## src/hw/rtl/mmfcq_pkg.sv

```systemverilog
// shared constants, payload types and helper functions of the false color quantizer
`timescale 1ns / 1ps
`default_nettype none

package mmfcq_pkg;

   // image geometry and color levels
   localparam int MAX_ROWS = 64;
   localparam int MAX_COLS = 64;
   localparam int MAX_MAG  = 8;
   localparam int LEVELS   = 40;

   // fixed field widths
   localparam int SAMPLE_W    = 24;
   localparam int DIM_CFG_W   = 7;
   localparam int RANGE_CFG_W = 7;
   localparam int MAG_CFG_W   = 4;
   localparam int CHAR_W      = 8;

   // derived widths
   localparam int ROW_W       = (MAX_ROWS > 1) ? $clog2(MAX_ROWS) : 1;
   localparam int COL_W       = (MAX_COLS > 1) ? $clog2(MAX_COLS) : 1;
   localparam int REP_W       = (MAX_MAG > 1) ? $clog2(MAX_MAG) : 1;
   localparam int STORE_DEPTH = MAX_ROWS * MAX_COLS;
   localparam int ADDR_W      = (STORE_DEPTH > 1) ? $clog2(STORE_DEPTH) : 1;
   localparam int COUNT_W     = $clog2(STORE_DEPTH + 1);

   // scaling arithmetic
   localparam int PCT_FULL = 100;
   localparam int SCALE_W  = SAMPLE_W + RANGE_CFG_W;
   localparam int NUM_W    = SCALE_W + 1;
   localparam int QUO_W    = $clog2(LEVELS + 1);
   localparam int REM_W    = SCALE_W + QUO_W;
   localparam int STEP_W   = (QUO_W > 1) ? $clog2(QUO_W) : 1;

   // codes
   localparam logic signed [SAMPLE_W-1:0] TRANSPARENT_CODE = -24'sd100000;
   localparam logic [CHAR_W-1:0] CHAR_TRANSPARENT = 8'd32;
   localparam logic [CHAR_W-1:0] CHAR_BASE        = 8'd100;
   localparam logic OP_LOAD = 1'b0;
   localparam logic OP_EMIT = 1'b1;

   // register indexes, byte address is four times the index
   typedef enum logic [1:0] {
      REG_ROWS  = 2'd0,
      REG_COLS  = 2'd1,
      REG_RANGE = 2'd2,
      REG_MAG   = 2'd3
   } reg_index_type;

   // queue between front and back
   localparam int Q_DEPTH = 2;
   localparam int Q_PTR_W = (Q_DEPTH > 1) ? $clog2(Q_DEPTH) : 1;
   localparam int Q_CNT_W = $clog2(Q_DEPTH + 1);

   typedef struct packed {
      logic                       op;
      logic signed [SAMPLE_W-1:0] pixel_value;
   } req_type;

   typedef struct packed {
      logic [CHAR_W-1:0] pixel_char;
      logic              last_of_run;
      logic              end_of_line;
      logic              end_of_image;
   } rsp_type;

   // clamped configuration seen by front and back
   typedef struct packed {
      logic [DIM_CFG_W-1:0]   rows;
      logic [DIM_CFG_W-1:0]   cols;
      logic [RANGE_CFG_W-1:0] range_pct;
      logic [MAG_CFG_W-1:0]   mag;
   } cfg_type;

   // one display pixel handed from front to back
   typedef struct packed {
      logic signed [SAMPLE_W-1:0] pixel_value;
      logic signed [SAMPLE_W-1:0] max_val;
      logic signed [SAMPLE_W-1:0] min_val;
      logic                       end_of_line;
      logic                       end_of_image;
   } cmd_type;

   function automatic logic [DIM_CFG_W-1:0] clamp_dim(input logic [DIM_CFG_W-1:0] v,
                                                      input logic [DIM_CFG_W-1:0] hi);
      logic [DIM_CFG_W-1:0] r;
      if (v == '0) begin
         r = DIM_CFG_W'(1);
      end else if (v > hi) begin
         r = hi;
      end else begin
         r = v;
      end
      return r;
   endfunction

   function automatic logic [MAG_CFG_W-1:0] clamp_mag(input logic [MAG_CFG_W-1:0] v);
      logic [MAG_CFG_W-1:0] r;
      if (v == '0) begin
         r = MAG_CFG_W'(1);
      end else if (v > MAG_CFG_W'(MAX_MAG)) begin
         r = MAG_CFG_W'(MAX_MAG);
      end else begin
         r = v;
      end
      return r;
   endfunction

   function automatic logic [RANGE_CFG_W-1:0] clamp_range(input logic [RANGE_CFG_W-1:0] v);
      logic [RANGE_CFG_W-1:0] r;
      if (v > RANGE_CFG_W'(PCT_FULL)) begin
         r = RANGE_CFG_W'(PCT_FULL);
      end else begin
         r = v;
      end
      return r;
   endfunction

   function automatic logic [CHAR_W-1:0] level_char(input logic [QUO_W-1:0] quo);
      logic [QUO_W-1:0] lvl;
      if (quo > QUO_W'(LEVELS - 1)) begin
         lvl = QUO_W'(LEVELS - 1);
      end else begin
         lvl = quo;
      end
      return CHAR_BASE + CHAR_W'(lvl);
   endfunction

endpackage

`default_nettype wire

```

## src/hw/rtl/mmfcq_queue.sv

```systemverilog
// short command queue between front and back
`timescale 1ns / 1ps
`default_nettype none

module mmfcq_queue (
   input  wire logic              clock,
   input  wire logic              reset,
   input  wire logic              push,
   output logic                   full,
   input  wire mmfcq_pkg::cmd_type push_data,
   input  wire logic              pop,
   output logic                   empty,
   output mmfcq_pkg::cmd_type     pop_data
);

   mmfcq_pkg::cmd_type              slot_ff [mmfcq_pkg::Q_DEPTH];
   logic [mmfcq_pkg::Q_PTR_W-1:0]   wr_ptr_ff, wr_ptr_in;
   logic [mmfcq_pkg::Q_PTR_W-1:0]   rd_ptr_ff, rd_ptr_in;
   logic [mmfcq_pkg::Q_CNT_W-1:0]   count_ff, count_in;
   logic                            push_ok, pop_ok;

   assign full     = count_ff == mmfcq_pkg::Q_CNT_W'(mmfcq_pkg::Q_DEPTH);
   assign empty    = count_ff == '0;
   assign push_ok  = push && !full;
   assign pop_ok   = pop && !empty;
   assign pop_data = slot_ff[rd_ptr_ff];

   always_comb begin
      wr_ptr_in = wr_ptr_ff;
      rd_ptr_in = rd_ptr_ff;
      count_in  = count_ff;
      if (push_ok) begin
         wr_ptr_in = (wr_ptr_ff == mmfcq_pkg::Q_PTR_W'(mmfcq_pkg::Q_DEPTH - 1)) ?
                     '0 : wr_ptr_ff + mmfcq_pkg::Q_PTR_W'(1);
      end
      if (pop_ok) begin
         rd_ptr_in = (rd_ptr_ff == mmfcq_pkg::Q_PTR_W'(mmfcq_pkg::Q_DEPTH - 1)) ?
                     '0 : rd_ptr_ff + mmfcq_pkg::Q_PTR_W'(1);
      end
      if (push_ok && !pop_ok) begin
         count_in = count_ff + mmfcq_pkg::Q_CNT_W'(1);
      end else if (pop_ok && !push_ok) begin
         count_in = count_ff - mmfcq_pkg::Q_CNT_W'(1);
      end
   end

   always_ff @(posedge clock) begin
      if (reset) begin
         wr_ptr_ff <= '0;
         rd_ptr_ff <= '0;
         count_ff  <= '0;
      end else begin
         wr_ptr_ff <= wr_ptr_in;
         rd_ptr_ff <= rd_ptr_in;
         count_ff  <= count_in;
      end
   end

   always_ff @(posedge clock) begin
      if (push_ok) begin
         slot_ff[wr_ptr_ff] <= push_data;
      end
   end

   ast_count_bound: assert property (@(posedge clock) disable iff (reset)
      count_ff <= mmfcq_pkg::Q_CNT_W'(mmfcq_pkg::Q_DEPTH))
      else $error("queue count past depth");

endmodule

`default_nettype wire

```

## config.mk

```make
export PLATFORM = sky130hd
export DESIGN_NAME = mmfcq_queue
export DESIGN_NICKNAME = d
export VERILOG_FILES = /design/src/hw/rtl/mmfcq_pkg.sv /design/src/hw/rtl/mmfcq_queue.sv
export SDC_FILE = /design/constraint.sdc
export NUM_CORES = 1
export LEC_CHECK = 0
export ABC_AREA = 1
export CORE_UTILIZATION = 62
export CTS_CLUSTER_SIZE = 20
export DETAILED_ROUTE_END_ITERATION = 10
export DONT_BUFFER_PORTS = 1
export PLACE_DENSITY = 0.78
export SETUP_SLACK_MARGIN = 0.02
export SLEW_MARGIN = 25
export SYNTH_ARGS = -nofsm -noshare
export SYNTH_HDL_FRONTEND = slang
export SYNTH_SLANG_ARGS = --single-unit
```

## constraint.sdc

```tcl
create_clock -name clock -period 4.9 [get_ports clock]
set_input_delay 0.735 -clock clock [delete_from_list [all_inputs] [get_ports clock]]
set_output_delay 0.735 -clock clock [all_outputs]
set_load 0.01 [all_outputs]
```

* Word level (Yosys, flattened, before mapping)
Memory sizes are Yosys's and may differ from the RTL's. A register that Yosys moved wholly into a read port is not among the register bits. Cells that the tools add are included.
Storage, ports and cells: register bits after elaboration 4, memory bits (writable) 148, input bits 78, output and inout port bits 76, logic and storage cells 27, memories 1
Memories:
- slot_ff | words 2, bits a word 74, rd ports 1, clocked after memory_dff 1, wr ports 1, line mmfcq_queue.sv:16 | mmfcq_pkg::cmd_type slot_ff [mmfcq_pkg::Q_DEPTH];
Operators by class: add/subtract/negate cells 4, equal/unequal tests 1, mux-type cells 8, reductions and logical operators 10
Operators with widths (count):
- 1-bit 2-to-1 mux | 6
- 1-bit logical AND | 4
- 1-bit logical NOT | 4
- 2-bit 2-to-1 mux | 2
- 1-bit adder, second input constant | 2
- 2-bit by 1-bit adder with 2-bit output, second input constant | 1
- 2-bit equality test, second input constant | 1
- 2-bit logical NOT | 1
- 2-bit nonzero test | 1
- 2-bit by 1-bit subtractor with 2-bit output, second input constant | 1

* Logic depth before layout (Yosys ltp)
depth in word-level cells 7, mapped depth 10, mapped depth without buffers 10

* Least setup slack after synthesis
OpenSTA, ideal clock, no wires.
kind input to register, start input port push, end memory slot_ff[0][0] (netlist bit), enable pin, library setup time 0.506 ns, arrival 3.891 ns, required time 4.394 ns, setup slack 0.502 ns, stages on the path 2, buffers on the path 0, path through o21ai_2 nor2_1
Between the ends: longest elaborated chain between the ends 3
RTL lines:
- start: declaration | line mmfcq_queue.sv:8 | input wire logic push,
- 1-bit logical AND | line mmfcq_queue.sv:24 | assign push_ok = push && !full;
- 1-bit 2-to-1 mux | line mmfcq_queue.sv:60 | if (push_ok) begin
- 1-bit 2-to-1 mux (implied by the code) | line mmfcq_queue.sv:61 | slot_ff[wr_ptr_ff] <= push_data;
- end: declaration | line mmfcq_queue.sv:16
Every way passes these cells.

==> results_dict.tcl <==
set metrics [dict create \
    crit_path_end_kind "output port" \
    relSlewSlack_pct 38.6 \
    status "finished clean" \
    finalSetupTns_ns 0 \
    startpoint_type "register" \
    place_ws_ns 2.29 \
    insertion_delay_ns 0.51 \
    die_h_um 99.0 \
    synth_top_family_by_area "multiplexers" \
    ys_types 16 \
    grt_pass1_vias 2452 \
    grt_pass1_wl_mm 13.2 \
    postCtsSetupBuffers 0 \
    crit_arrival_ns 2.32 \
    yosysSeqAreaShare_pct 77.9 \
    avgSynthCellArea_um2 21.8 \
    use_met2_pct 30.6 \
    cts_tree "done" \
    core_region_area_mm2 0.00920 \
    antenna_cells 0 \
    area.sequential_mm2 0.00455 \
    multiInputGateArea_mm2 0.00119 \
    boundaryPins 154 \
    path_cells "buf_4 -> mux2_4" \
    cts.sinks 153 \
    worstRegToRegCells 3 \
    worstSetupPathType "register to output port" \
    vias_per_cell 5.72 \
    syn_area_mm2 0.00583 \
    fmax_mhz 327 \
    drc 0 \
    critical_path.max_stage_delay_ns 0.93 \
    fillers 561 \
    synth_warnings 0 \
    timing.clock.skew_ns 0.0103 \
    path_delay_family "flip-flops" \
    crit_fanout 52 \
    synthMuxAreaShare_pct 18.1 \
    grt-busiest-layer "met2" \
    rows 35 \
    cts-htree-levels 4 \
    critPathBufInv 1 \
    min_to "slot_ff[1][8]" \
    nets 362 \
    rsz0062_at_grt "false" \
    synth_fa_ha_area_share_pct 0.215 \
    dieArea_mm2 0.00980 \
    hold_viol_final 0 \
    wirelength_mm 8.88 \
    grtUsageMet3_pct 8.23 \
    min_from "push_data[8]" \
    io_buffers 0 \
    final_max_slew_viol_count 0 \
    worst_pin_slew_ns 0.919 \
    drt_iter0_drc 123 \
    wl_per_cell_um 21.9 \
    powerDensity_mw_per_mm2 559 \
    grtUsageMet1_pct 21.8 \
    synth-compound-area-share_pct 0.579 \
    ys_seq_elements 153 \
    cap_violations 0 \
    cts_buffers 17 \
    required_ns 4.16 \
    final_layout_size_suffix_gt1_share_pct 38.0 \
    ff2ff_setup_slack_ns 2.57 \
    antenna_found_initial 0 \
    synthSimpleGateAreaFrac_pct 1.14 \
    fin_ws_ns 1.85 \
    initial_core_util_pct 63.4 \
    final-setup-viol-count 0 \
    gp_congestion 0.688 \
    cts-resized-gates 0 \
    root_buffer "clkbuf_8" \
    hold_depth 0 \
    syn-instance-count 267 \
    min_path_type "primary input to register" \
    dr.pass1.iters 4 \
    critPathSlowestCell "dfxtp_4" \
    grt_start_max_net_pins 53 \
    num_vias 2321 \
    fin_crit_sh_pct 62.3 \
    ir_worst_vdd_v 0.000344 \
    grt_overflow 0 \
    dieWidth_um 99.0 \
    cts_buffer_depth 2 \
    area.growth.synth_to_final_pct 11.9 \
    clkTransAtPathRegs_ns 0.07 \
    leakage_nw 2.29 \
    cts-hold-fix-buffers 0 \
    r2r_end "slot_ff[1][20]" \
    antenna_left 0 \
    synth_xor_xnor_area_share_pct 0 \
    hpwlAfterDp_mm 5.74 \
    grtUsageTotal_pct 18.9 \
    r2r_start "count_ff[0]" \
    syn_nets 346 \
    period_needed_ns 3.06 \
]
[cell usage in the layout (no fill, tap or decap), types with 2 or more instances in the layout]
cell type	synthesis	final
nor2_1	9	7
dfxtp_1	5	4
clkinvlp_4	0	5
clkbuf_16	0	16
mux2_4	60	60
buf_4	0	4
nor2_4	0	2
nand2_1	4	4
edfxtp_1	148	148
mux2_2	14	14
o21ai_0	4	4
bufinv_16	0	2
inv_1	9	9
inv_6	0	4
[final cells by class]
type / count / area share (%)
Clock inverter: 13 / 2.22
Sequential cell: 153 / 69.7
Multi-Input combinational cell: 97 / 18.2
Clock buffer: 18 / 6.40
Inverter: 9 / 0.518
Timing Repair Buffer: 5 / 0.882
Tap cell: 111 / 2.13
[layer usage]
metal,vias up,wire length [um]
met5,-,0
met4,0,100
met3,9,768
met2,104,4640
met1,1141,3370
li1,1067,-
[how the worst max path moves through the flow]
stage / startpoint / cells past startpoint / to
after detailed placement: push / 3 / slot_ff[1][63]
after floorplan: push / 2 / slot_ff[0][0]
after CTS: register / 2 / pop_data[30]
after global placement: push / 3 / slot_ff[1][23]
final: register / 2 / pop_data[30]
after global routing: register / 2 / pop_data[30]
[through the flow]
stage | util [%] | area, um2 | hold WS (ns) | power, W | instances
2_1_floorplan | - | 5830 | 0.475 | 0.00236 | 267
3_3_place_gp | 64.6 | 5940 | 0.518 | 0.00242 | 374
3_5_place_dp | 64.6 | 5940 | 0.540 | 0.00245 | 374
4_1_cts | 70.7 | 6500 | 0.288 | 0.00367 | 405
5_1_grt | 71.0 | 6530 | 0.287 | 0.00378 | 406
6_report | 71.0 | 6530 | 0.314 | 0.00365 | 406
[cells by family (layout without fill, tap and decap cells)]
kind of cell	after synthesis	in the layout
muxes	74	74
AOI/OAI and AO/OA	6	6
and+or+nand+nor	16	16
buffers and inverters	17	45
adders and majority gates	1	1
DFF	153	153
[report_power, final]
part           switching [W]  leakage [nW]  internal (W)  total, W
Clock               0.000498         0.258      0.000726   0.00122
Sequential          0.000110          1.42       0.00166   0.00177
Combinational       0.000340         0.604      0.000316  0.000656
Total               0.000948          2.29       0.00270   0.00365
[synthesized netlist by cell type, drive strengths merged]
master,number,area [um2]
nand3,1,5.00
dfxtp,5,100
nor2,9,33.8
mux2,74,1060
nand2,4,15.0
buf,8,83.8
ha,1,12.5
edfxtp,148,4440
o21ai,5,28.8
inv,9,33.8
nand4,1,6.26
a21oi,1,5.00
and2,1,6.26
[registers in the layout, summed over array words and instances (netlist names), named ones only]
register and cells:
count_ff 2, wr_ptr_ff 1, rd_ptr_ff 1, slot_ff 148
Power figures use the tool's default switching activity.
