$ cat config.mk
export PLATFORM = sky130hd
export DESIGN_NAME = mmfcq_back
export DESIGN_NICKNAME = d
export VERILOG_FILES = /design/src/hw/rtl/mmfcq_pkg.sv /design/src/hw/rtl/mmfcq_back.sv
export SDC_FILE = /design/constraint.sdc
export NUM_CORES = 1
export LEC_CHECK = 0
export BUFFER_PORTS_ARGS = -buffer_cell sky130_fd_sc_hd__buf_2
export CORE_MARGIN = 1.5
export CORE_UTILIZATION = 40
export CTS_CLUSTER_SIZE = 30
export DETAILED_ROUTE_END_ITERATION = 12
export HOLD_SLACK_MARGIN = 0.15
export PLACE_DENSITY = 0.69
export SLEW_MARGIN = 10
export SYNTH_ARGS = -nofsm -noshare
export SYNTH_HDL_FRONTEND = slang
export SYNTH_SLANG_ARGS = --single-unit
$ cat constraint.sdc
create_clock -name clock -period 6.53 [get_ports clock]
set_clock_uncertainty 0.1 [all_clocks]
set_input_delay 0.653 -clock clock [delete_from_list [all_inputs] [get_ports clock]]
set_output_delay 0.653 -clock clock [all_outputs]
set_load 0.1 [all_outputs]
$ cat src/hw/rtl/mmfcq_pkg.sv
// shared constants, payload types and helper functions of the false color quantizer
`timescale 1ns / 1ps
`default_nettype none

package mmfcq_pkg;

   // image geometry and color levels
   localparam int MAX_ROWS = 64;
   localparam int MAX_COLS = 64;
   localparam int MAX_MAG  = 8;
   localparam int LEVELS   = 40;

   // fixed field widths
   localparam int SAMPLE_W    = 24;
   localparam int DIM_CFG_W   = 7;
   localparam int RANGE_CFG_W = 7;
   localparam int MAG_CFG_W   = 4;
   localparam int CHAR_W      = 8;

   // derived widths
   localparam int ROW_W       = (MAX_ROWS > 1) ? $clog2(MAX_ROWS) : 1;
   localparam int COL_W       = (MAX_COLS > 1) ? $clog2(MAX_COLS) : 1;
   localparam int REP_W       = (MAX_MAG > 1) ? $clog2(MAX_MAG) : 1;
   localparam int STORE_DEPTH = MAX_ROWS * MAX_COLS;
   localparam int ADDR_W      = (STORE_DEPTH > 1) ? $clog2(STORE_DEPTH) : 1;
   localparam int COUNT_W     = $clog2(STORE_DEPTH + 1);

   // scaling arithmetic
   localparam int PCT_FULL = 100;
   localparam int SCALE_W  = SAMPLE_W + RANGE_CFG_W;
   localparam int NUM_W    = SCALE_W + 1;
   localparam int QUO_W    = $clog2(LEVELS + 1);
   localparam int REM_W    = SCALE_W + QUO_W;
   localparam int STEP_W   = (QUO_W > 1) ? $clog2(QUO_W) : 1;

   // codes
   localparam logic signed [SAMPLE_W-1:0] TRANSPARENT_CODE = -24'sd100000;
   localparam logic [CHAR_W-1:0] CHAR_TRANSPARENT = 8'd32;
   localparam logic [CHAR_W-1:0] CHAR_BASE        = 8'd100;
   localparam logic OP_LOAD = 1'b0;
   localparam logic OP_EMIT = 1'b1;

   // register indexes, byte address is four times the index
   typedef enum logic [1:0] {
      REG_ROWS  = 2'd0,
      REG_COLS  = 2'd1,
      REG_RANGE = 2'd2,
      REG_MAG   = 2'd3
   } reg_index_type;

   // queue between front and back
   localparam int Q_DEPTH = 2;
   localparam int Q_PTR_W = (Q_DEPTH > 1) ? $clog2(Q_DEPTH) : 1;
   localparam int Q_CNT_W = $clog2(Q_DEPTH + 1);

   typedef struct packed {
      logic                       op;
      logic signed [SAMPLE_W-1:0] pixel_value;
   } req_type;

   typedef struct packed {
      logic [CHAR_W-1:0] pixel_char;
      logic              last_of_run;
      logic              end_of_line;
      logic              end_of_image;
   } rsp_type;

   // clamped configuration seen by front and back
   typedef struct packed {
      logic [DIM_CFG_W-1:0]   rows;
      logic [DIM_CFG_W-1:0]   cols;
      logic [RANGE_CFG_W-1:0] range_pct;
      logic [MAG_CFG_W-1:0]   mag;
   } cfg_type;

   // one display pixel handed from front to back
   typedef struct packed {
      logic signed [SAMPLE_W-1:0] pixel_value;
      logic signed [SAMPLE_W-1:0] max_val;
      logic signed [SAMPLE_W-1:0] min_val;
      logic                       end_of_line;
      logic                       end_of_image;
   } cmd_type;

   function automatic logic [DIM_CFG_W-1:0] clamp_dim(input logic [DIM_CFG_W-1:0] v,
                                                      input logic [DIM_CFG_W-1:0] hi);
      logic [DIM_CFG_W-1:0] r;
      if (v == '0) begin
         r = DIM_CFG_W'(1);
      end else if (v > hi) begin
         r = hi;
      end else begin
         r = v;
      end
      return r;
   endfunction

   function automatic logic [MAG_CFG_W-1:0] clamp_mag(input logic [MAG_CFG_W-1:0] v);
      logic [MAG_CFG_W-1:0] r;
      if (v == '0) begin
         r = MAG_CFG_W'(1);
      end else if (v > MAG_CFG_W'(MAX_MAG)) begin
         r = MAG_CFG_W'(MAX_MAG);
      end else begin
         r = v;
      end
      return r;
   endfunction

   function automatic logic [RANGE_CFG_W-1:0] clamp_range(input logic [RANGE_CFG_W-1:0] v);
      logic [RANGE_CFG_W-1:0] r;
      if (v > RANGE_CFG_W'(PCT_FULL)) begin
         r = RANGE_CFG_W'(PCT_FULL);
      end else begin
         r = v;
      end
      return r;
   endfunction

   function automatic logic [CHAR_W-1:0] level_char(input logic [QUO_W-1:0] quo);
      logic [QUO_W-1:0] lvl;
      if (quo > QUO_W'(LEVELS - 1)) begin
         lvl = QUO_W'(LEVELS - 1);
      end else begin
         lvl = quo;
      end
      return CHAR_BASE + CHAR_W'(lvl);
   endfunction

endpackage

`default_nettype wire

$ cat src/hw/rtl/mmfcq_back.sv
// back part: scales a pixel, divides out its color level and replicates the beat
`timescale 1ns / 1ps
`default_nettype none

module mmfcq_back (
   input  wire logic              clock,
   input  wire logic              reset,
   input  wire logic              q_empty,
   input  wire mmfcq_pkg::cmd_type q_data,
   output logic                   q_pop,
   input  wire mmfcq_pkg::cfg_type cfg,
   input  wire logic              rsp_pop,
   output logic                   rsp_empty,
   output mmfcq_pkg::rsp_type     rsp_data
);

   typedef enum logic [5:0] {
      ST_IDLE   = 6'b000001,
      ST_SCALE  = 6'b000010,
      ST_OFFSET = 6'b000100,
      ST_PREP   = 6'b001000,
      ST_DIV    = 6'b010000,
      ST_SEND   = 6'b100000
   } back_state_type;

   back_state_type state_ff, state_in;

   mmfcq_pkg::cmd_type                   cmd_ff, cmd_in;
   logic signed [mmfcq_pkg::SCALE_W-1:0] top_ff, top_in;
   logic signed [mmfcq_pkg::SCALE_W-1:0] v100_ff, v100_in;
   logic signed [mmfcq_pkg::SCALE_W-1:0] min100_ff, min100_in;
   logic [mmfcq_pkg::SCALE_W-1:0]        num_ff, num_in;
   logic [mmfcq_pkg::SCALE_W-1:0]        den_ff, den_in;
   logic [mmfcq_pkg::REM_W-1:0]          rem_ff, rem_in;
   logic [mmfcq_pkg::REM_W-1:0]          dsr_ff, dsr_in;
   logic [mmfcq_pkg::QUO_W-1:0]          quo_ff, quo_in;
   logic [mmfcq_pkg::STEP_W-1:0]         step_ff, step_in;
   logic [mmfcq_pkg::CHAR_W-1:0]         char_ff, char_in;
   logic [mmfcq_pkg::REP_W-1:0]          beat_ff, beat_in;
   logic                                 out_valid_ff, out_valid_in;
   mmfcq_pkg::rsp_type                   out_ff, out_in;

   logic signed [mmfcq_pkg::SCALE_W-1:0] sel;
   logic signed [mmfcq_pkg::NUM_W-1:0]   num_s, den_s;
   logic                                 ge, beat_last;

   // clipped sample less offset, and full span
   assign sel   = (v100_ff > top_ff) ? top_ff : v100_ff;
   assign num_s = mmfcq_pkg::NUM_W'(sel) - mmfcq_pkg::NUM_W'(min100_ff);
   assign den_s = mmfcq_pkg::NUM_W'(top_ff) - mmfcq_pkg::NUM_W'(min100_ff);

   assign ge        = rem_ff >= dsr_ff;
   assign beat_last = (mmfcq_pkg::MAG_CFG_W'(beat_ff) + mmfcq_pkg::MAG_CFG_W'(1)) == cfg.mag;

   always_comb begin
      state_in     = state_ff;
      cmd_in       = cmd_ff;
      top_in       = top_ff;
      v100_in      = v100_ff;
      min100_in    = min100_ff;
      num_in       = num_ff;
      den_in       = den_ff;
      rem_in       = rem_ff;
      dsr_in       = dsr_ff;
      quo_in       = quo_ff;
      step_in      = step_ff;
      char_in      = char_ff;
      beat_in      = beat_ff;
      out_valid_in = out_valid_ff && !rsp_pop;
      out_in       = out_ff;
      q_pop        = 1'b0;

      unique case (state_ff)
         ST_IDLE: begin
            if (!q_empty) begin
               q_pop    = 1'b1;
               cmd_in   = q_data;
               state_in = ST_SCALE;
            end
         end
         ST_SCALE: begin
            top_in    = mmfcq_pkg::SCALE_W'(cmd_ff.max_val)
                      * mmfcq_pkg::SCALE_W'(cfg.range_pct);
            v100_in   = mmfcq_pkg::SCALE_W'(cmd_ff.pixel_value)
                      * mmfcq_pkg::SCALE_W'(mmfcq_pkg::PCT_FULL);
            min100_in = mmfcq_pkg::SCALE_W'(cmd_ff.min_val)
                      * mmfcq_pkg::SCALE_W'(mmfcq_pkg::PCT_FULL);
            state_in  = ST_OFFSET;
         end
         ST_OFFSET: begin
            num_in = num_s[mmfcq_pkg::SCALE_W-1:0];
            den_in = den_s[mmfcq_pkg::SCALE_W-1:0];
            if (cmd_ff.pixel_value == mmfcq_pkg::TRANSPARENT_CODE) begin
               char_in  = mmfcq_pkg::CHAR_TRANSPARENT;
               state_in = ST_SEND;
            end else if (num_s[mmfcq_pkg::NUM_W-1] || num_s == '0) begin
               // at or below the minimum, also covers an empty span
               char_in  = mmfcq_pkg::CHAR_BASE;
               state_in = ST_SEND;
            end else begin
               state_in = ST_PREP;
            end
         end
         ST_PREP: begin
            rem_in   = mmfcq_pkg::REM_W'(num_ff) * mmfcq_pkg::REM_W'(mmfcq_pkg::LEVELS);
            dsr_in   = mmfcq_pkg::REM_W'(den_ff) << (mmfcq_pkg::QUO_W - 1);
            quo_in   = '0;
            step_in  = mmfcq_pkg::STEP_W'(mmfcq_pkg::QUO_W - 1);
            state_in = ST_DIV;
         end
         ST_DIV: begin
            if (ge) begin
               rem_in = rem_ff - dsr_ff;
            end
            quo_in  = {quo_ff[mmfcq_pkg::QUO_W-2:0], ge};
            dsr_in  = dsr_ff >> 1;
            step_in = step_ff - mmfcq_pkg::STEP_W'(1);
            if (step_ff == '0) begin
               char_in  = mmfcq_pkg::level_char(quo_in);
               state_in = ST_SEND;
            end
         end
         ST_SEND: begin
            if (!out_valid_ff || rsp_pop) begin
               out_valid_in = 1'b1;
               out_in       = '{pixel_char:   char_ff,
                                last_of_run:  beat_last,
                                end_of_line:  beat_last && cmd_ff.end_of_line,
                                end_of_image: beat_last && cmd_ff.end_of_image};
               if (beat_last) begin
                  beat_in  = '0;
                  state_in = ST_IDLE;
               end else begin
                  beat_in = beat_ff + mmfcq_pkg::REP_W'(1);
               end
            end
         end
         default: begin
            state_in = ST_IDLE;
         end
      endcase
   end

   always_ff @(posedge clock) begin
      if (reset) begin
         state_ff     <= ST_IDLE;
         beat_ff      <= '0;
         out_valid_ff <= 1'b0;
      end else begin
         state_ff     <= state_in;
         beat_ff      <= beat_in;
         out_valid_ff <= out_valid_in;
      end
   end

   always_ff @(posedge clock) begin
      cmd_ff    <= cmd_in;
      top_ff    <= top_in;
      v100_ff   <= v100_in;
      min100_ff <= min100_in;
      num_ff    <= num_in;
      den_ff    <= den_in;
      rem_ff    <= rem_in;
      dsr_ff    <= dsr_in;
      quo_ff    <= quo_in;
      step_ff   <= step_in;
      char_ff   <= char_in;
      out_ff    <= out_in;
   end

   assign rsp_empty = !out_valid_ff;
   assign rsp_data  = out_ff;

   ast_div_den_nonzero: assert property (@(posedge clock) disable iff (reset)
      (state_ff == ST_DIV) |-> (den_ff != '0))
      else $error("division started with zero span");

   ast_eoi_closes_line: assert property (@(posedge clock) disable iff (reset)
      (out_valid_ff && out_ff.end_of_image) |->
      (out_ff.end_of_line && out_ff.last_of_run))
      else $error("image end without line end");

   ast_char_range: assert property (@(posedge clock) disable iff (reset)
      (out_valid_ff && out_ff.pixel_char != mmfcq_pkg::CHAR_TRANSPARENT) |->
      (out_ff.pixel_char >= mmfcq_pkg::CHAR_BASE &&
       out_ff.pixel_char <= mmfcq_pkg::CHAR_BASE
                          + mmfcq_pkg::CHAR_W'(mmfcq_pkg::LEVELS - 1)))
      else $error("color character out of range");

endmodule

`default_nettype wire

# After elaboration in Yosys (flattened, before gate mapping)
# Index checks and enable logic that the tools add are counted.
# word_totals
ff_bits	336
in_bits	103
output_inout_bits	13
wordCells	92
# op_classes
n_addsub	7
n_mul	4
order_cmp	3
n_eq_ne	14
muxes	25
n_bitwise	1
n_reduce_logical	16
# ops
operator	count
37-bit one-hot mux with 2 select lines	2
24-bit by 6-bit multiplier with 29-bit output, second input constant	2
6-bit 2-to-1 mux	9
37-bit >= comparator	1
37-bit 2-to-1 mux	1
37-bit subtractor	1
6-bit one-hot mux with 6 select lines	1
31-bit by 3-bit multiplier with 34-bit output, second input constant	1
32-bit logical NOT	1
31-bit by 31-bit subtractor with 32-bit output	1
31-bit > comparator	1
24-bit by 8-bit multiplier with 31-bit output	1
31-bit 2-to-1 mux	1
31-bit subtractor	1
24-bit by 18-bit == test with 1-bit output, second input constant	1
8-bit 2-to-1 mux	3
8-bit one-hot mux with 2 select lines	1
2-bit inequality test, second input constant	5
5-bit one-hot mux with 2 select lines	1
7-bit by 6-bit adder with 8-bit output, first input constant	1
6-bit by 1-bit == test with 1-bit output, second input constant	1
6-bit by 2-bit == test with 1-bit output, second input constant	1
6-bit by 3-bit == test with 1-bit output, second input constant	1
6-bit by 4-bit == test with 1-bit output, second input constant	1
20 further kinds	30

# Logic depth before layout (Yosys ltp)
# Gate-level depths: netlist of run 1.
# depth
depth_word	8
mapped_depth	26
mapped_depth_nobuf	25

# Least setup slack after synthesis of run 1
# No wires, ideal clock.
# synth_timing
kind	register to register
startpoint	reg top_ff[3] (netlist bit)
endpoint	reg char_ff[0] (netlist bit) (enable)
setup_time_ns	0.324
arrival_time_ns	5.876
t_required_ns	6.106
setup_slack_ns	0.230
path_stages_with_launch	26
n_path_buf	1
synth_period_minus_slack_ns	6.300
cell_sequence	edfxtp_1 inv_1 ha_1 or3_1 o2111ai_1 o211ai_1 a311oi_1 xnor2_1 a31o_2 clkbuf_1 nor2_1 a21oi_1 ha_1 fa_1 nor2b_1 o211ai_1 a21oi_1 a21oi_2 o211ai_1 xor2_1 or4_1 or4_1 or4_1 o21ba_1 o21a_2 inv_1
# synth_between
elab_chain_len	7
# synth_lines
item	line_no	source
from (decl)	mmfcq_back.sv:29	logic signed [mmfcq_pkg::SCALE_W-1:0] top_ff, top_in;
from (signal assigned)	mmfcq_back.sv:158	top_ff <= top_in;
31-bit > comparator	mmfcq_back.sv:48	assign sel = (v100_ff > top_ff) ? top_ff : v100_ff;
31-bit 2-to-1 mux (*)	mmfcq_back.sv:48	
31-bit by 31-bit subtractor with 32-bit output (*)	mmfcq_back.sv:49	assign num_s = mmfcq_pkg::NUM_W'(sel) - mmfcq_pkg::NUM_W'(min100_ff);
net num_s (one bit)	mmfcq_back.sv:44	logic signed [mmfcq_pkg::NUM_W-1:0] num_s, den_s;
32-bit logical NOT (*)	mmfcq_back.sv:96	end else if (num_s[mmfcq_pkg::NUM_W-1] || num_s == '0) begin
1-bit logical OR (*)	mmfcq_back.sv:96	
3-bit inequality test (no line) (*)	--	
3-bit AND reduction (no line) (*)	--	
to (signal assigned)	mmfcq_back.sv:167	char_ff <= char_in;
to (decl)	mmfcq_back.sv:38	logic [mmfcq_pkg::CHAR_W-1:0] char_ff, char_in;
# The timed path passes the listed nets; every way through them passes the cells marked *.
# A chain may end at the register's enable or synchronous reset.

# Worst setup path in the final report of run 1
# layout_timing
startpoint	reg v100_ff[2] (netlist bit)
endpoint	reg char_ff[1] (netlist bit) (enable)
# layout_between
elab_chain_len	7
# layout_lines
item	line_no	source
from (decl)	mmfcq_back.sv:30	logic signed [mmfcq_pkg::SCALE_W-1:0] v100_ff, v100_in;
from (signal assigned)	mmfcq_back.sv:159	v100_ff <= v100_in;
31-bit > comparator	mmfcq_back.sv:48	
31-bit 2-to-1 mux (*)	mmfcq_back.sv:48	
31-bit by 31-bit subtractor with 32-bit output (*)	mmfcq_back.sv:49	
net num_s (one bit)	mmfcq_back.sv:44	
32-bit logical NOT (*)	mmfcq_back.sv:96	
1-bit logical OR (*)	mmfcq_back.sv:96	
3-bit inequality test (no line) (*)	--	
3-bit AND reduction (no line) (*)	--	
# Marked as above.

==> results of run 1 <==
==> layer usage <==
metal	track usage [%]	share of wire [%]	vias up
li1	-	-	10700
met1	21.8	45	9980
met2	30.3	49	312
met3	2.01	3.1	91
met4	5.18	2.7	0
met5	0	0	-
==> how the worst max path moves through the flow <==
stage	start	end	slack (ns)
after floorplan	top_ff[3]$_DFFE_PP_	char_ff[0]$_SDFFCE_PN0P_	0.23
after global placement	v100_ff[14]$_DFFE_PP_	char_ff[4]$_SDFFCE_PN0P_	-0.19
after detailed placement	v100_ff[14]$_DFFE_PP_	char_ff[0]$_SDFFCE_PN0P_	-0.22
after CTS	top_ff[13]$_DFFE_PP_	char_ff[0]$_SDFFCE_PN0P_	0.009
after global routing	v100_ff[11]$_DFFE_PP_	char_ff[1]$_SDFFCE_PN0P_	-0.12
final	v100_ff[2]$_DFFE_PP_	char_ff[1]$_SDFFCE_PN0P_	0.11
==> worst reg2reg max path, cell delays in order, from the launching register on <==
cell,delay (ns)
edfxtp_1,0.41
ha_1,0.32
a2111o_1,0.39
o2111ai_2,0.11
o211ai_1,0.18
a311oi_2,0.37
xnor2_2,0.11
a31o_4,0.26
buf_4,0.18
nand2_1,0.07
o21ai_1,0.07
ha_1,0.35
nand4_1,0.16
a211o_1,0.29
and4_4,0.22
o21bai_4,0.18
o21ai_2,0.14
xor2_1,0.09
or4_1,0.51
or4_4,0.56
or4_4,0.50
o21ba_4,0.25
o21a_4,0.23
inv_6,0.09
==> sequential cells by signal (all words and copies together), names as in the netlist <==
signal,cells
beat_ff,3
den_ff,31
rsp_data,11
dsr_ff,36
rem_ff,37
step_ff,3
char_ff,8
state_ff,6
quo_ff,5
v100_ff,29
min100_ff,29
num_ff,31
out_valid_ff,1
top_ff,31
cmd_ff,74
==> cell usage in the layout (no fill, tap or decap), types with 8 or more instances in the layout <==
cell,netlist,layout
xnor2_1,120,119
nor2_1,140,137
a21o_1,79,79
xor2_1,53,53
dlygate4sd3_1,0,66
o21bai_1,20,20
a31oi_1,17,17
nor2b_1,31,30
clkinvlp_4,0,9
buf_4,0,128
a21oi_1,161,159
o21a_1,41,41
dfxtp_1,10,10
clkbuf_16,0,40
o21ai_1,3,12
nand4_1,16,16
inv_1,515,506
nand2_1,206,205
buf_2,0,101
ha_1,397,390
nand3_1,32,32
fa_1,172,171
or3_1,15,15
edfxtp_1,325,325
o211ai_1,10,10
o31ai_1,17,16
o21ai_0,155,144
and3_1,18,18
and2_1,139,139
a21boi_0,8,8
nor3_1,53,51
inv_2,0,8
a211oi_1,16,14
nand2b_1,25,25
==> cells by family after synthesis <==
logic type / count (synthesis)
AND/OR/NAND/NOR: 714
AO/OA/AOI/OAI: 597
adder cells (fa/ha/maj): 569
buffers and inverters: 561
flip-flops: 335
XOR/XNOR: 173
multiplexers: 4
==> power by group through the flow <==
| stage | Sequential, mW | Combinational, mW | Clock (mW) |
|---|---|---|---|
| finish | 2.72 | 4.37 | 2.23 |
| global route | 2.72 | 4.90 | 2.38 |
| CTS | 2.72 | 4.42 | 2.29 |
| detailed placement | 2.76 | 4.33 | 0 |
| global placement | 2.76 | 4.26 | 0 |
| floorplan | 2.74 | 2.89 | 0 |
==> layout make-up <==
class | count | area (um2)
Multi-Input combinational cell | 2058 | 17500
Timing Repair Buffer | 296 | 2140
Fill cell | 6713 | 38800
Tap cell | 959 | 1200
Clock inverter | 29 | 307
Clock buffer | 42 | 1010
Sequential cell | 335 | 9960
Inverter | 515 | 1940
==> stage by stage <==
stage	total power [mW]	util (%)	hold WS [ns]	setup TNS [ns]	cell area, um2
final	9.31	46.8	0.182	0	34100
after global routing	10.0	46.8	0.157	-1.02	34100
after global placement	7.02	43.7	0.305	-1.54	31800
after CTS	9.43	46.6	0.150	0	33900
after floorplan	5.63	-	0.300	0	29400
after detailed placement	7.09	43.7	0.306	-1.75	31800
==> what timing repair did <==
item | 4_1_cts | 5_1_grt
setup endpoints to repair | 8 | 9
hold buffers | 66 | 0
resized for setup | 14 | 40
pin swaps | 10 | 26
setup buffers | 4 | 5
endpoints found under the hold margin | 66 | 0
cloned | 1 | 0
==> impl_results.md, run 1 <==
* Fraction of layout cells with a size suffix above 1 at ~11%
* # Max-Cap Violations at 0
* Post-synth top area share at 33.2%
* WL final at 62800 um
* Post-layout min period at roughly 6.4 ns
* Synth top area cells: edfxtp_1 (33%), ha_1 (17%), fa_1 (12%)
* Core Area at 0.0728 mm2
* Final non-filler cell total at 4234
* Critical R2R Launch: v100_ff[2]$_DFFE_PP_
* Clk root buf: clkbuf_16
* Cell variety after synth at 71
* Synth Area in XOR/XNOR at 5.16%
* Initial antenna violation count at 0
* Worst Hold Launch: q_data[27]
* Worst Hold Endpoint: cmd_ff[27]$_DFFE_PP_
* Worst-Skew Late Latency at 0.58 ns
* Commonest cells post-synth: inv_1 (515), ha_1 (397), edfxtp_1 (325)
* Post-Synth Adder-Cell Area at 28.7%
* CP max stage delay at 0.56 ns
* Top delay family on crit path: compound AO/OA/AOI/OAI gates
* Synth async-reset ratio at 0%
* Leak pwr at 15.8 nW
* Global-route wire length before repair at 104000 um
* ANT cells at 0
* Number of global-route vias before repair at 21300
* Critical path type: reg2reg
* Multiplexer share of the synthesized area at less than 1%
* Worst slew pin tran at 1.11 ns
* Syn Nets at between 3000 and 4000
* DRC viols at 0
* Sink Count at 335
* ANT nets after route at 0
* Critical path depth at 23
* Die Area at between 0.07 and 0.08 mm2
* Seq pwr share at roughly 29%
* Largest family of logic cells by synthesized area: adder cells
* Die width at 274 um
* Fin. Hold Viols at 0
* RSZ-0062 raised after global routing: yes
* CP Launch Type: register
* Sequential fraction of the synthesis area at 33.9%
* Max-slew violations at 0
* Via Count at around 21000
* CTS tree: yes
* Switching Fraction at 37.5%
* Fmax at 156 MHz
* Worst R2R Setup Slack at around 0.11 ns
* Global placement routability congestion at 0.881
* Ys flop type: edfxtp_1
* Std cell rows at a little under 100
* Largest net degree at the start of global routing at 82
* Detailed Route Iter0 Violations at ~980
* I/O pins at 116
* Total clock buffers created by CTS at 40
* Setup WS pre-CTS at -0.219 ns
* Routed len/inst at 14.8 um
* Outcome: finished clean
* Pint at 5.82 mW
* CP Cell Sequence: ha_1 -> a2111o_1 -> o2111ai_2 -> o211ai_1 -> a311oi_2 -> xnor2_2 -> a31o_4 -> buf_4 -> nand2_1 -> o21ai_1 -> ha_1 -> nand4_1 -> a211o_1 -> and4_4 -> o21bai_4 -> o21ai_2 -> xor2_1 -> or4_1 -> or4_4 -> or4_4 -> o21ba_4 -> o21a_4 -> inv_6
* Synth Area in Compound Gates at 12.9%
* Crit share post-route at 98.3%
* Clock share of power at 24.0%
* R2r worst-path depth at 23
* Port bufs at 101
* Most common cell in the netlist: inv_1
* Synthesis Warnings at 0
* PnR worst setup slack at 0.109 ns
* Grt total ovfl at 0
* Pwr Density at 273 mW/mm2
* H-tree level count at 2
* Slew headroom at roughly a quarter
* Synthesized area at about 0.03 mm2
* Critical path endpoint category: register
* Arr. time, crit path at roughly 6.6 ns
* Clock slew at reported path FFs at 0.06 ns
* Synth Register Bits at 335
* CP max-delay cell: or4_4
* Final setup viols at 0
* DR vias/cell at between 4 and 5
* Hold Crit Class: in2reg
* Final net count at 3918
* Top cell type by total area after synthesis: edfxtp_1
* WP data required at 6.72 ns
* Synth Area per Inst at 9.94 um2
* Placed cells at 4088
* Max IR drop VDD at 206 uV
* CP Buf/Inv Count at 2
* Synth Instances at 2953
* Clock Path Buffers at 3
* Simple-gate share of the synthesized area at between 10% and 20%
* Hold path depth at 1
* Post-synth EDFFs at 325
* Overall Global Routing Usage at 17.1%
* FF-to-FF End: char_ff[1]$_SDFFCE_PN0P_
* CP Max Fanout at 12
* Area Overhead vs Synth at 16.1%
* Die Span Y at 274 um
* Combinational share of power at 46.9%
* Starting Density at about two fifths
* HPWL after DPL at 49300 um
* Net Sw Power at approximately 3.5 mW
* Pre-antenna DRT Iters at 5
No activity file was read; power rests on OpenSTA's default activity.
==> run 2: changes to the inputs <==
--- a/config.mk
+++ b/config.mk
@@ -5,7 +5,7 @@
 export SDC_FILE = /design/constraint.sdc
 export NUM_CORES = 1
 export LEC_CHECK = 0
-export BUFFER_PORTS_ARGS = -buffer_cell sky130_fd_sc_hd__buf_2
+export BUFFER_PORTS_ARGS = -buffer_cell sky130_fd_sc_hd__clkbuf_2
 export CORE_MARGIN = 1.5
 export CORE_UTILIZATION = 40
 export CTS_CLUSTER_SIZE = 30
==> run 2 against run 1 <==
Effect of this change:
- flip-flop and latch count is the same
- global-route usage fell by 0.33 points
- design area rose by 0.33%
- setup slack got worse by 0.053 ns
- combinational power grew 2%
- largest cell class unchanged
- sequential power barely moved
- clock power hardly changed
- hold slack lost 0.0045 ns
==> impl_results.md, run 2 (synthesis gave the netlist of run 1 again) <==
* Arr. time, crit path at 6.67 ns
* Critical path depth at 26
* Commonest non-fill, non-tap cells in the layout: inv_1 (511), ha_1 (391), edfxtp_1 (325)
* FF-to-FF End: char_ff[2]$_DFFE_PP_
* Critical path endpoint category: register
* Top reg by flops: cmd_ff
* Power Total at 9.38 mW
* Fraction of layout cells with a size suffix above 1 at 11.3%
* WL final at between 60000 and 70000 um
* Clock Path Buffers at 3
* CP Launch Type: register
* CTS tree: yes
* RSZ-0062 raised after global routing: yes
* Core Area at approximately 0.073 mm2
* Total clock buffers created by CTS at 40
* DR vias/cell at 4.97
* Global placement routability congestion at 0.859
* ANT nets after route at 0
* Area of the multi-input gates at 0.0176 mm2
* Pwr Density at between 200 and 300 mW/mm2
* Detailed Route Iter0 Violations at 1032
* H-tree level count at 2
* Number of global-route vias before repair at 21000
* Die Span Y at 274 um
* Fin. Hold Viols at 0
* R2r worst-path depth at 26
* ANT cells at 0
* Clock slew at reported path FFs at 0.06 ns
* Grt total ovfl at 0
* Pre-antenna DRT Iters at 5
* CP max-delay cell: or4_4
* Via Count at 21100
* Clk root buf: clkbuf_16
* Final setup viols at 0
* # Max-Cap Violations at 0
* Die width at approximately 270 um
* Die Area at approximately 0.075 mm2
* Critical path type: reg2reg
* Critical Path End: char_ff[2]$_DFFE_PP_
* Commonest non-fill, non-tap cell in the layout: inv_1
* Global-route wire length before repair at 102000 um
* DRC viols at 0
* WP data required at 6.73 ns
* Critical path startpoint: v100_ff[14]$_DFFE_PP_
* Overall Global Routing Usage at 16.8%
* Area Overhead vs Synth at 16.5%
* Largest net degree at the start of global routing at 95
* Starting Density at approximately two fifths
* Max reg flops at 74
* Biggest regs: cmd_ff (74), rem_ff (37), dsr_ff (36)
* Routed len/inst at 14.8 um
* CP max stage delay at about 0.55 ns
* Slew headroom at around a quarter
* CP Buf/Inv Count at 3
* I/O pins at 116
* Crit share post-route at 99.1%
* Fmax at between 150 and 200 MHz
* Worst Hold Launch: q_data[65]
* Max-slew violations at 0
* Post-layout min period at 6.47 ns
* Max IR drop VDD at 224 uV
* Storage cell area at 0.00996 mm2
* HPWL after DPL at 49000 um
* Top delay family on crit path: simple AND/OR/NAND/NOR gates
* Worst-Skew Late Latency at 0.58 ns
* Sink Count at 335
* Outcome: finished clean
* Leak pwr at 15.9 nW
* CP Max Fanout at 8
* Final net count at 3922
* Worst slew pin tran at approximately 1.1 ns
* Hold Crit Class: in2reg
* Std cell rows at 99
* Initial antenna violation count at 0
* Setup TNS at 0 ns
* Number of fill cells in the layout at approximately 6700
* Port bufs at 101
* Worst R2R Setup Slack at 0.06 ns
* Critical R2R Launch: v100_ff[14]$_DFFE_PP_
-- run 2: cell types whose count changed in the layout (fill, tap and decap cells not counted), sizes merged --
| cell | previous run | this run |
|---|---|---|
| clkbuf | 42 | 148 |
| buf | 230 | 137 |
| clkinvlp | 9 | 4 |
| dlygate4sd3 | 66 | 62 |
| inv | 516 | 518 |
| clkinv | 15 | 14 |
-- run 2: cell type report --
| cell class | instances | share of cell area [%] |
|---|---|---|
| clock buffers | 47 | 3.00 |
| clock inverters | 25 | 0.816 |
| inverters | 515 | 5.65 |
| multi-input cells | 2058 | 51.5 |
| flip-flops and latches | 335 | 29.1 |
| well taps | 959 | 3.51 |
| repair buffers | 300 | 6.40 |
-- run 2: power breakdown --
group	switching (mW)	internal, mW	leakage (nW)
clock	0.915	1.30	0.626
combinational	2.53	1.92	12.2
sequential	0.0633	2.65	3.03
total	3.51	5.87	15.9
-- run 2: worst min path at each step --
stage / cells past startpoint / slack, ns / endpoint
finish: 1 / 0.18 / cmd_ff[65]$_DFFE_PP_
floorplan: 0 / 0.30 / rsp_data[10]$_DFFE_PP_
detailed placement: 0 / 0.31 / rsp_data[8]$_DFFE_PP_
global placement: 0 / 0.31 / rsp_data[3]$_DFFE_PP_
CTS: 1 / 0.15 / cmd_ff[65]$_DFFE_PP_
global route: 1 / 0.16 / cmd_ff[65]$_DFFE_PP_
-- run 2: metrics by stage --
stage               setup WS (ns)  instances  hold WS [ns]  utilization, %  cell area, um2
floorplan                   0.230       2953         0.300               -           29400
global placement           -0.172       4090         0.307            43.7           31900
detailed placement         -0.263       4090         0.312            43.7           31900
CTS                       0.00455       4228         0.150            46.5           33900
global route               -0.163       4239         0.156            47.0           34200
finish                     0.0562       4239         0.178            47.0           34200
-- run 2: routing by layer --
layer	vias to the layer above	track usage (%)	share of wire [%]
met5	-	0	0
met4	0	5.38	2.8
met3	83	1.88	3.1
met2	319	29.9	49
met1	9965	21.1	45
li1	10700	-	-
-- run 2: timing repair --
item                                    CTS  global route
endpoints found under the setup margin    9             9
gates cloned                              2             1
pin swaps                                11            42
endpoints found under the hold margin    62             0
hold buffers                             62             0
setup buffers                             2            11
resized for setup                        18            56
